<file path="config.mk">
export PLATFORM = sky130hd
export DESIGN_NAME = keypad_code_entry
export DESIGN_NICKNAME = d
export VERILOG_FILES = /design/src/rtl/kce_pkg.sv /design/src/rtl/kce_entry_core.sv /design/src/rtl/keypad_code_entry.sv
export VERILOG_INCLUDE_DIRS = /design/src /design/src/rtl
export SDC_FILE = /design/constraint.sdc
export NUM_CORES = 1
export LEC_CHECK = 0
export ABC_AREA = 1
export BUFFER_PORTS_ARGS = -buffer_cell sky130_fd_sc_hd__clkbuf_2
export CAP_MARGIN = 10
export CELL_PAD_IN_SITES_DETAIL_PLACEMENT = 2
export CELL_PAD_IN_SITES_GLOBAL_PLACEMENT = 2
export CORE_MARGIN = 4
export CORE_UTILIZATION = 31
export CTS_CLUSTER_DIAMETER = 40
export CTS_CLUSTER_SIZE = 10
export DETAILED_ROUTE_END_ITERATION = 8
export PLACE_DENSITY = 0.79
export SLEW_MARGIN = 30
export SYNTH_ARGS = -nofsm -noshare
export SYNTH_HDL_FRONTEND = slang
export SYNTH_HIERARCHICAL = 1
export SYNTH_SLANG_ARGS = --single-unit
</file>
<file path="constraint.sdc">
create_clock -name clk -period 4.2 [get_ports clk]
set_input_delay 0.42 -clock clk [delete_from_list [all_inputs] [get_ports clk]]
set_output_delay 0.42 -clock clk [all_outputs]
set_load 0.02 [all_outputs]
</file>
<file path="src/rtl/keypad_code_entry_macros.svh">
// Assertion macros shared by the keypad code entry RTL.
// No dependencies; included by the modules that carry assertions.
`ifndef KEYPAD_CODE_ENTRY_MACROS_SVH
`define KEYPAD_CODE_ENTRY_MACROS_SVH
`ifndef SYNTHESIS
// Property that must hold on every clock edge outside reset
`define KCE_ASSERT(lbl, clk, rst, prop) \
  lbl: assert property (@(posedge clk) disable iff (rst) (prop)) \
    else $error("kce assertion failed");
// Implication checked in the same cycle
`define KCE_ASSERT_IMP(lbl, clk, rst, ante, cons) \
  lbl: assert property (@(posedge clk) disable iff (rst) (ante) |-> (cons)) \
    else $error("kce implication failed");
// Implication checked in the next cycle
`define KCE_ASSERT_NEXT(lbl, clk, rst, ante, cons) \
  lbl: assert property (@(posedge clk) disable iff (rst) (ante) |=> (cons)) \
    else $error("kce next-cycle implication failed");
`else
`define KCE_ASSERT(lbl, clk, rst, prop)
`define KCE_ASSERT_IMP(lbl, clk, rst, ante, cons)
`define KCE_ASSERT_NEXT(lbl, clk, rst, ante, cons)
`endif
`endif

</file>
<file path="src/rtl/kce_pkg.sv">
// Types, constants and helpers for the keypad code entry block.
// No dependencies; imported by every module of the block.
package kce_pkg;

  // Number of digits in a complete code
  localparam int unsigned CODE_DIGITS = 4;

  // Elaboration-time power of ten
  function automatic longint unsigned pow10(input int unsigned n);
    longint unsigned p;
    p = 1;
    for (int unsigned i = 0; i < n; i++) begin
      p = p * 10;
    end
    return p;
  endfunction

  localparam longint unsigned PLACE_MAX = pow10(CODE_DIGITS);
  localparam int unsigned     ACC_W     = $clog2(PLACE_MAX + 1);
  localparam int unsigned     DIG_W     = $clog2(CODE_DIGITS + 1);
  localparam int unsigned     FIELD_W   = 14;
  localparam int unsigned     KEY_W     = 8;
  localparam int unsigned     TIMER_W   = 32;
  localparam int unsigned     CFG_IDX_W = 1;
  localparam int unsigned     CFG_DATA_W = 32;

  localparam logic [TIMER_W-1:0] TIMEOUT_RESET = TIMER_W'(200000);
  localparam logic [KEY_W-1:0]   ENTER_RESET   = KEY_W'(10);
  localparam logic [KEY_W-1:0]   MAX_DIGIT_KEY = KEY_W'(9);

  typedef enum logic [1:0] {
    OP_TICK = 2'd0,
    OP_SCAN = 2'd1,
    OP_POLL = 2'd2
  } op_t;

  typedef enum logic [1:0] {
    ST_BUSY    = 2'd0,
    ST_READY   = 2'd1,
    ST_TIMEOUT = 2'd2
  } status_t;

  typedef enum logic [CFG_IDX_W-1:0] {
    CFG_TIMEOUT_TICKS = 1'd0,
    CFG_ENTER_KEY     = 1'd1
  } cfg_reg_t;

  typedef struct packed {
    op_t              op;
    logic [KEY_W-1:0] key;
  } item_t;

  typedef struct packed {
    status_t            status;
    logic [FIELD_W-1:0] code_out;
    logic               display_write;
    logic [FIELD_W-1:0] display_value;
  } result_t;

  typedef struct packed {
    logic [TIMER_W-1:0] timeout_ticks;
    logic [KEY_W-1:0]   enter_key_code;
  } cfg_t;

  // Low field bits of an accumulator value, zero-extended when narrower
  function automatic logic [FIELD_W-1:0] to_field(input logic [ACC_W-1:0] v);
    logic [ACC_W+FIELD_W-1:0] wide;
    wide = {{FIELD_W{1'b0}}, v};
    return wide[FIELD_W-1:0];
  endfunction

endpackage

</file>
<file path="src/rtl/kce_entry_core.sv">
// Entry state and combinational item processing for keypad code entry.
// Depends on kce_pkg and keypad_code_entry_macros.svh.
`include "keypad_code_entry_macros.svh"

module kce_entry_core
  import kce_pkg::*;
(
  input  logic    clk,
  input  logic    rst,
  input  logic    fire,
  input  item_t   item,
  input  cfg_t    cfg,
  output result_t result
);

  logic               capture_enabled, capture_enabled_next;
  logic               fresh_start, fresh_start_next;
  logic [DIG_W-1:0]   digits_entered, digits_entered_next;
  logic [ACC_W-1:0]   code_accum, code_accum_next;
  logic [ACC_W-1:0]   place_value, place_value_next;
  logic [TIMER_W-1:0] entry_timer, entry_timer_next;
  status_t            entry_status, entry_status_next;
  logic               status_taken, status_taken_next;
  logic               awaiting_first_poll, awaiting_first_poll_next;

  // Values after the start-of-entry reload on a scan
  logic [DIG_W-1:0]   dig_f;
  logic [ACC_W-1:0]   acc_f;
  logic [ACC_W-1:0]   pv_f;
  logic [TIMER_W-1:0] timer_f;
  logic [ACC_W-1:0]   digit_term;
  logic [ACC_W+3:0]   product;
  logic [ACC_W-1:0]   acc_sum;
  status_t            poll_status;

  // Start-of-entry view and the digit arithmetic
  always_comb begin
    dig_f      = fresh_start ? '0 : digits_entered;
    acc_f      = fresh_start ? '0 : code_accum;
    pv_f       = fresh_start ? ACC_W'(1) : place_value;
    timer_f    = fresh_start ? cfg.timeout_ticks : entry_timer;
    product    = item.key[3:0] * pv_f;
    digit_term = product[ACC_W-1:0];
    acc_sum    = acc_f + digit_term;
  end

  // Next state and result for one item
  always_comb begin
    capture_enabled_next     = capture_enabled;
    fresh_start_next         = fresh_start;
    digits_entered_next      = digits_entered;
    code_accum_next          = code_accum;
    place_value_next         = place_value;
    entry_timer_next         = entry_timer;
    entry_status_next        = entry_status;
    status_taken_next        = status_taken;
    awaiting_first_poll_next = awaiting_first_poll;
    poll_status              = awaiting_first_poll ? ST_BUSY : entry_status;
    result                   = '0;
    result.status            = entry_status;

    unique case (item.op)
      OP_TICK: begin
        if (entry_timer != '0) begin
          entry_timer_next = entry_timer - TIMER_W'(1);
        end
      end
      OP_SCAN: begin
        if (status_taken) begin
          status_taken_next = 1'b0;
          entry_status_next = ST_BUSY;
          if (capture_enabled) begin
            fresh_start_next    = 1'b0;
            digits_entered_next = dig_f;
            code_accum_next     = acc_f;
            place_value_next    = pv_f;
            entry_timer_next    = timer_f;
            priority if (timer_f == '0) begin
              // expired entry: clear and report timeout
              code_accum_next       = '0;
              digits_entered_next   = '0;
              place_value_next      = ACC_W'(1);
              entry_status_next     = ST_TIMEOUT;
              fresh_start_next      = 1'b1;
              capture_enabled_next  = 1'b0;
              result.display_write  = 1'b1;
            end else if (item.key == cfg.enter_key_code &&
                         dig_f == DIG_W'(CODE_DIGITS)) begin
              entry_status_next     = ST_READY;
              capture_enabled_next  = 1'b0;
              fresh_start_next      = 1'b1;
              result.display_write  = 1'b1;
            end else if (item.key > MAX_DIGIT_KEY ||
                         dig_f >= DIG_W'(CODE_DIGITS)) begin
              // drop the key
            end else begin
              code_accum_next      = acc_sum;
              digits_entered_next  = dig_f + DIG_W'(1);
              place_value_next     = (pv_f << 3) + (pv_f << 1);
              result.display_write = 1'b1;
              result.display_value = to_field(acc_sum);
            end
          end
        end
        result.status = entry_status_next;
      end
      OP_POLL: begin
        if (awaiting_first_poll) begin
          capture_enabled_next = 1'b1;
        end
        awaiting_first_poll_next = (poll_status == ST_READY ||
                                    poll_status == ST_TIMEOUT);
        if (poll_status == ST_READY) begin
          result.code_out = to_field(code_accum);
        end
        entry_status_next = ST_BUSY;
        status_taken_next = 1'b1;
        result.status     = poll_status;
      end
      default: begin
        // unused kind: report status only
      end
    endcase
  end

  // Hold entry state; advance only when an item is processed
  always_ff @(posedge clk) begin
    if (rst) begin
      capture_enabled     <= 1'b0;
      fresh_start         <= 1'b1;
      digits_entered      <= '0;
      code_accum          <= '0;
      place_value         <= ACC_W'(1);
      entry_timer         <= '0;
      entry_status        <= ST_BUSY;
      status_taken        <= 1'b1;
      awaiting_first_poll <= 1'b1;
    end else if (fire) begin
      capture_enabled     <= capture_enabled_next;
      fresh_start         <= fresh_start_next;
      digits_entered      <= digits_entered_next;
      code_accum          <= code_accum_next;
      place_value         <= place_value_next;
      entry_timer         <= entry_timer_next;
      entry_status        <= entry_status_next;
      status_taken        <= status_taken_next;
      awaiting_first_poll <= awaiting_first_poll_next;
    end
  end

  `KCE_ASSERT(a_digits_capped, clk, rst, digits_entered <= DIG_W'(CODE_DIGITS))
  `KCE_ASSERT_IMP(a_place_at_start, clk, rst, digits_entered == '0, place_value == ACC_W'(1))
  `KCE_ASSERT_IMP(a_disarmed_is_fresh, clk, rst, !capture_enabled, fresh_start)
  `KCE_ASSERT_NEXT(a_poll_busy, clk, rst, fire && item.op == OP_POLL, entry_status == ST_BUSY)

endmodule

</file>
<file path="src/rtl/keypad_code_entry.sv">
// Keypad code entry: input register, entry core and result register.
// Depends on kce_pkg, kce_entry_core and keypad_code_entry_macros.svh.
//
// Usage:
//   in_item carries one item per handshake (op: tick, scan or poll; key).
//   An item is taken at a clock edge with in_valid high and in_stall low.
//   Every item yields exactly one result on out_item, handed over at an
//   edge with out_valid high and out_stall low.
//   An accepted item sits in the input register, then passes through the entry
//   logic into the result register once that register is free or moving on.
//   Throughput is one item per cycle while the receiver does not stall: the
//   entry state is updated by combinational logic between the two registers.
//   When the receiver stalls, the result register holds its item and the
//   input register fills; in_stall rises only once both are occupied.
//   Configuration (timeout ticks at index 0, enter key code at index 1) is
//   taken on cfg_valid; cfg_ready is always high. Write it while idle.
//   A synchronous rst empties both registers, restores the reset entry
//   state and reloads the configuration defaults.
`include "keypad_code_entry_macros.svh"

module keypad_code_entry
  import kce_pkg::*;
(
  input  logic                  clk,
  input  logic                  rst,
  input  logic                  in_valid,
  output logic                  in_stall,
  input  item_t                 in_item,
  output logic                  out_valid,
  input  logic                  out_stall,
  output result_t               out_item,
  input  logic                  cfg_valid,
  output logic                  cfg_ready,
  input  logic [CFG_IDX_W-1:0]  cfg_index,
  input  logic [CFG_DATA_W-1:0] cfg_data
);

  logic    in_valid_q;
  item_t   in_item_q;
  logic    out_valid_q;
  result_t out_item_q;
  cfg_t    cfg;
  logic    advance;
  logic    fire;
  result_t result;

  assign advance   = !out_valid_q || !out_stall;
  assign fire      = in_valid_q && advance;
  assign in_stall  = in_valid_q && !advance;
  assign out_valid = out_valid_q;
  assign out_item  = out_item_q;
  assign cfg_ready = 1'b1;

  // Configuration registers
  always_ff @(posedge clk) begin
    if (rst) begin
      cfg.timeout_ticks  <= TIMEOUT_RESET;
      cfg.enter_key_code <= ENTER_RESET;
    end else if (cfg_valid) begin
      unique case (cfg_reg_t'(cfg_index))
        CFG_TIMEOUT_TICKS: cfg.timeout_ticks  <= cfg_data[TIMER_W-1:0];
        CFG_ENTER_KEY:     cfg.enter_key_code <= cfg_data[KEY_W-1:0];
        default: begin
        end
      endcase
    end
  end

  // Input register: load when empty or moving on
  always_ff @(posedge clk) begin
    if (rst) begin
      in_valid_q <= 1'b0;
    end else if (!in_stall) begin
      in_valid_q <= in_valid;
    end
  end

  always_ff @(posedge clk) begin
    if (!in_stall && in_valid) begin
      in_item_q <= in_item;
    end
  end

  kce_entry_core u_core (
    .clk    (clk),
    .rst    (rst),
    .fire   (fire),
    .item   (in_item_q),
    .cfg    (cfg),
    .result (result)
  );

  // Result register: hold while the receiver stalls
  always_ff @(posedge clk) begin
    if (rst) begin
      out_valid_q <= 1'b0;
    end else if (advance) begin
      out_valid_q <= in_valid_q;
    end
  end

  always_ff @(posedge clk) begin
    if (fire) begin
      out_item_q <= result;
    end
  end

  `KCE_ASSERT_NEXT(a_fire_fills_out, clk, rst, fire, out_valid)
  `KCE_ASSERT_IMP(a_stall_only_full, clk, rst, in_stall, out_valid_q && in_valid_q)
  `KCE_ASSERT_NEXT(a_held_result, clk, rst, out_valid && out_stall, $stable(out_item_q))

endmodule

</file>
==> results of run 1 <==
==> layout make-up <==
cell class / instances / area, um^2
Multi-Input combinational cell: 1144 / 6090
Clock inverter: 13 / 143.9
Inverter: 227 / 862.1
Clock buffer: 19 / 432.9
Fill cell: 4081 / 21460
Timing Repair Buffer: 105 / 599.3
Timing Repair inverter: 2 / 13.76
Tap cell: 448 / 560.5
Sequential cell: 152 / 3457
==> power groups by stage <==
stage,Sequential (mW),Combinational (mW),Clock [mW]
6_report,1.61,0.641,1.57
3_5_place_dp,1.64,0.631,0
5_1_grt,1.62,0.730,1.68
3_3_place_gp,1.64,0.610,0
2_1_floorplan,1.64,0.423,0
4_1_cts,1.61,0.641,1.61
==> registers in the layout, summed over array words and instances, names as in the netlist, 2 cells and up <==
signal                 flops
cfg                       40
in_item_q                 10
out_item                  31
u_core/code_accum         14
u_core/digits_entered      3
u_core/entry_status        2
u_core/entry_timer        32
u_core/place_value        14
==> kinds of logic (layout without fill, tap and decap cells) <==
family / after synthesis / in the layout / synth area share
other cells: 1 / 1 / 0.0003544
simple gates: 835 / 835 / 0.3279
compound gates: 218 / 218 / 0.1095
buf+inv: 289 / 366 / 0.1143
xor+xnor: 23 / 23 / 0.01904
fa+ha+maj: 67 / 67 / 0.1026
flops: 152 / 152 / 0.3263
==> worst min path at each step <==
stage	slack, ns	depth (start not counted)	endpoint
finish	0.14	1	in_item_q[6]$_DFFE_PP_
global placement	0.45	2	cfg[25]$_SDFFE_PP1P_
floorplan	0.43	2	cfg[25]$_SDFFE_PP1P_
CTS	0.12	1	in_item_q[6]$_DFFE_PP_
global route	0.12	1	in_item_q[5]$_DFFE_PP_
detailed placement	0.45	2	cfg[16]$_SDFFE_PP1P_
==> cell usage in the layout (no fill, tap or decap), drive strengths merged <==
| master | instances |
|---|---|
| nand2b | 1 |
| dfxtp | 111 |
| clkinvlp | 5 |
| nand2 | 406 |
| o21a | 1 |
| o211ai | 5 |
| nor4 | 2 |
| nand3 | 139 |
| buf | 25 |
| a211oi | 3 |
| a21oi | 95 |
| a31oi | 1 |
| nand4 | 21 |
| inv | 228 |
| o31ai | 1 |
| xor2 | 15 |
| or2 | 4 |
| ha | 34 |
| fa | 33 |
| edfxtp | 41 |
| clkbuf | 99 |
| o21ai | 103 |
| a22oi | 2 |
| conb | 1 |
| xnor2 | 8 |
| nor2 | 255 |
| nor3 | 7 |
| a21o | 2 |
| bufinv | 2 |
| clkinv | 7 |
| o21bai | 5 |
==> repair_timing <==
action / CTS / global route
cloned: 0 / 2
hold buffers: 0 / 0
setup buffers: 0 / 3
pin swaps: 0 / 3
gates resized for setup: 4 / 51
setup endpoints to repair: 3 / 19
==> critical path, cell delays in order, from the launching register on <==
cell     delay (ns)
dfxtp_4        0.38
inv_4          0.11
nand2_2        0.11
nor2_1         0.19
fa_1           0.49
fa_1           0.55
inv_1          0.06
fa_1           0.54
inv_1          0.06
ha_1           0.31
buf_4          0.15
nand2_1        0.11
nor2_4         0.16
nand2_1        0.08
nand3_1        0.10
inv_1          0.06
or2_2          0.28
a21oi_1        0.24
==> routing by layer <==
metal / global-route usage / vias up / share of wire
met2: 0.3696 / 188 / 0.48
met3: 0.03527 / 65 / 0.036
li1: - / 5143 / -
met5: 0 / - / 0
met1: 0.2763 / 5241 / 0.46
met4: 0.06363 / 0 / 0.025
==> impl_metrics.json, run 1 <==
{
  "grt_pass1_wl_mm": 62.69,
  "grt_pass1_vias": 11620,
  "tightestPinTransition_ns": 0.7500,
  "dpl_cell_area_mm2": 0.01136,
  "leakage_nw": 5.573,
  "yosys-top-cells-count": "nand2_1 (403), nor2_1 (249), inv_1 (220), nand3_1 (128), dfxtp_1 (111)",
  "min_period_over_period": 0.9938,
  "p_clk_frac": 0.411,
  "cts_tree": "built",
  "relSlewSlack": 0.5000,
  "grt_usage": 0.2147,
  "hold_path_class": "input port to flop",
  "path_max_fanout": 6,
  "drv_slew": 0,
  "hold_start": "in_item[6]",
  "postLayoutCoreUtil": 0.3617,
  "final-instance-count-excl-fill": 2110,
  "routed_wl_mm": 39.75,
  "status": "finished, final reports clean",
  "clockBufferDepth": 2,
  "place_congestion": 0.8510,
  "p_switching_mw": 1.174,
  "ys.flop_type": "dfxtp_1",
  "grt_overflow_total": 0,
  "antenna_cells": 0,
  "grt_max_degree": 66,
  "coreArea_mm2": 0.03362,
  "synth_edf_count": 41,
  "place_inst": 2073,
  "drt-initial-drc-count": 464,
  "antenna_found_initial": 0,
  "synth_area_per_cell_um2": 6.677,
  "pwr-share-comb": 0.168,
  "p_int_mw": 2.642,
  "die_area_mm2": 0.03716,
  "r2r_slack_ns": 0.03,
  "h-tree-depth": 4,
  "cellPowerDensity_mw_per_mm2": 313.8,
  "synth_top_area_frac": 0.2100,
  "clk_pin_slew_ns": 0.07,
  "synth_area_leaders": "dfxtp_1 (21%), nand2_1 (14%), edfxtp_1 (12%)",
  "final_cell_area_mm2": 0.01216,
  "p_total_mw": 3.816,
  "power_frac_seq": 0.421,
  "yosys_warnings": 6,
  "dr.pass1.iters": 4,
  "vias_per_cell": 5.041,
  "setup_viol": 0,
  "io_buffers": 80,
  "end_kind": "flop",
  "final.setup.tns_ns": 0,
  "nNetsFinal": 1764,
  "die_h_um": 192.8,
  "place_ws_ns": -0.05075,
  "fin_skew_ns": 0.01313,
  "synth_cell_types": 39,
  "worstSetupStartpoint": "u_core/fresh_start$_SDFFE_PP1P_",
  "r2r-start": "u_core/fresh_start$_SDFFE_PP1P_",
  "finalHoldViolCount": 0,
  "max_freq_ghz": 0.2396,
  "synth_seq_cells": 152,
  "root_buffer": "clkbuf_16",
  "syn-num-nets": 1700,
  "drv_cap": 0,
  "netlist_area_mm2": 0.01058,
  "ff2ff_path_depth": 17,
  "reg2reg_to": "out_item[6]$_DFFE_PP_",
  "crit_arrival_ns": 4.42,
  "crit_path_end": "out_item[6]$_DFFE_PP_",
  "layout-drive-gt1-share": 0.1294,
  "netSwitchingFraction": 0.3076,
  "die_w_um": 192.8,
  "rsz0062_at_grt": "yes",
  "rows": 67,
  "drc": 0,
  "cts_buffers": 17,
  "yosysMostFrequentCell": "nand2_1",
  "async_reset_ff_frac": 0,
  "peakVddDrop_uv": 309.1,
  "syn_inst": 1585,
  "insertion_delay_ns": 0.45,
  "detailed_place_hpwl_mm": 29.63,
  "cts_sinks": 152,
  "start_util": 0.3148,
  "wl_per_cell_um": 18.84,
  "fin_crit_ns": 4.174,
  "boundaryPins": 82,
  "via_count": 10640,
  "crit_required_ns": 4.45,
  "final_antenna_net_count": 0,
  "ys_seq_area_frac": 0.3263,
  "critical_path_class": "flop to flop",
  "syn2layout_area_growth_pct": 14.90,
  "worst_slack_ns": 0.02599,
  "hold_ws_ns": 0.1444,
  "startpoint_type": "flop",
  "synth_top_area_cell": "dfxtp_1"
}
Note: power is estimated with default switching activity, not from simulation.
==> run 2: changes to the inputs <==
--- a/config.mk
+++ b/config.mk
@@ -7,7 +7,7 @@
 export NUM_CORES = 1
 export LEC_CHECK = 0
 export ABC_AREA = 1
-export BUFFER_PORTS_ARGS = -buffer_cell sky130_fd_sc_hd__clkbuf_2
+export BUFFER_PORTS_ARGS = -buffer_cell sky130_fd_sc_hd__buf_2
 export CAP_MARGIN = 10
 export CELL_PAD_IN_SITES_DETAIL_PLACEMENT = 2
 export CELL_PAD_IN_SITES_GLOBAL_PLACEMENT = 2
==> impl_metrics.json, run 2 (same netlist as run 1, synthesis figures left out) <==
{
  "status": "finished, final reports clean",
  "nNetsFinal": 1779,
  "routed.top_layer": "met4",
  "wl_per_cell_um": 18.85,
  "p_total_mw": 3.809,
  "via_count": 10730,
  "final_antenna_net_count": 0,
  "grt_usage": 0.2106,
  "coreArea_mm2": 0.03362,
  "insertion_delay_ns": 0.45,
  "peakVddDrop_uv": 290.2,
  "setup_viol": 0,
  "place_ws_ns": 0.005330,
  "h-tree-depth": 4,
  "crit_arrival_ns": 4.47,
  "largest_reg_flops": 40,
  "hold_ws_ns": 0.1404,
  "end_kind": "flop",
  "grt_max_degree": 64,
  "drv_cap": 0,
  "leakage_nw": 5.653,
  "fin_skew_ns": 0.01087,
  "hold_path_class": "input port to flop",
  "path_max_fanout": 5,
  "max_freq_ghz": 0.2404,
  "wl_met1_mm": 18.46,
  "tightestPinTransition_ns": 0.7355,
  "relSlewSlack": 0.5096,
  "regMostFlops": "cfg",
  "wl_met3_um": 985,
  "routed_wl_mm": 40.06,
  "cts_buffers": 17,
  "clk_pin_slew_ns": 0.07,
  "detailed_place_hpwl_mm": 29.38,
  "antenna_cells": 0,
  "fin_crit_ns": 4.161,
  "syn2layout_area_growth_pct": 15.80,
  "vias_per_cell": 5.048,
  "register_area_mm2": 0.003457,
  "multi_input_area_mm2": 0.006063,
  "fill_cells": 4090,
  "boundaryPins": 82,
  "drc": 0,
  "crit_required_ns": 4.51,
  "dr.pass1.iters": 5,
  "final_common_cell": "nand2_1",
  "drt-initial-drc-count": 468,
  "rows": 67,
  "layout-drive-gt1-share": 0.1407,
  "critical_path_class": "flop to flop",
  "finalHoldViolCount": 0,
  "place_congestion": 0.8726,
  "cts_tree": "built",
  "min_period_over_period": 0.9906,
  "die_h_um": 192.8,
  "cts_hold_buf": 0,
  "startpoint_type": "flop",
  "io_buffers": 80,
  "start_util": 0.3148,
  "worst_slack_ns": 0.03939,
  "final_cell_mix": "nand2_1 (388), nor2_1 (234), inv_1 (216)",
  "grt_overflow_total": 0,
  "grt_pass1_vias": 11480,
  "cts_sinks": 152,
  "drv_slew": 0,
  "die_w_um": 192.8,
  "grt_pass1_wl_mm": 61.64,
  "die_area_mm2": 0.03716,
  "postLayoutCoreUtil": 0.3645,
  "root_buffer": "clkbuf_16",
  "clockBufferDepth": 2,
  "cellPowerDensity_mw_per_mm2": 310.8,
  "met2RoutedLength_mm": 19.94,
  "antenna_found_initial": 1
}
[run 2: changes by cell type in the layout (fill, tap and decap cells not counted), sizes merged]
cell and delta:
clkinvlp +2, buf +94, bufinv -2, clkbuf -82
inv +3
[run 2: repair_timing]
action                                  CTS  global route
resized for setup                         1            58
cloned                                    0             3
endpoints found under the setup margin    1            18
pin swaps                                 0             7
setup buffers                             0            14
[run 2: worst paths after layout]
kind / slack [ns] / startpoint / cells past startpoint / endpoint
worst max register to register: 0.04 / in_item_q[2]$_DFFE_PP_ / 18 / u_core/code_accum[11]$_SDFFE_PP0P_
worst max-delay path: 0.04 / in_item_q[2]$_DFFE_PP_ / 18 / u_core/code_accum[11]$_SDFFE_PP0P_
worst min-delay path: 0.14 / in_item[7] / 1 / in_item_q[7]$_DFFE_PP_
worst min register to register: 0.47 / cfg[25]$_SDFFE_PP1P_ / 2 / cfg[25]$_SDFFE_PP1P_
[run 2: per-stage QoR]
stage	setup TNS (ns)	cells	area [um^2]
after detailed placement	0	2076	11380
after global routing	-0.7482	2125	12250
final	0	2125	12250
after global placement	0	2076	11380
after floorplan	0	1585	10580
after CTS	0	2108	11970
[run 2: power by group]
part,internal [mW],total [mW],switching (mW)
registers,1.56,1.61,0.0458
clock network,0.793,1.55,0.760
logic,0.204,0.651,0.447
[run 2: cell type report]
cell class	instances	area share
sequential	152	0.2821
timing repair inverter	3	0.001634
clock inverter	15	0.01307
inverter	227	0.07076
timing repair buffer	119	0.05718
clock buffer	17	0.03471
multi-input combinational	1144	0.4948
tap	448	0.04574
[run 2: critical path, cell delays in order (launching register included)]
cell and delay [ns]:
edfxtp_1 0.45, buf_4 0.16, clkinvlp_4 0.13, nor2_1 0.22, fa_1 0.51, fa_1 0.55, inv_1 0.05, fa_1 0.53
inv_1 0.06, ha_2 0.41, nand2_2 0.12, nor2_2 0.14, nand3_1 0.15, nand3_1 0.12, nand2_1 0.08, a21oi_1 0.13
nor2_1 0.06, nor2_1 0.08, nor2_1 0.04
[run 2: routing by layer]
metal	global-route usage	vias to the layer above
li1	-	5171
met1	0.2734	5370
met2	0.3708	147
met3	0.02587	40
met4	0.05321	0
met5	0	-
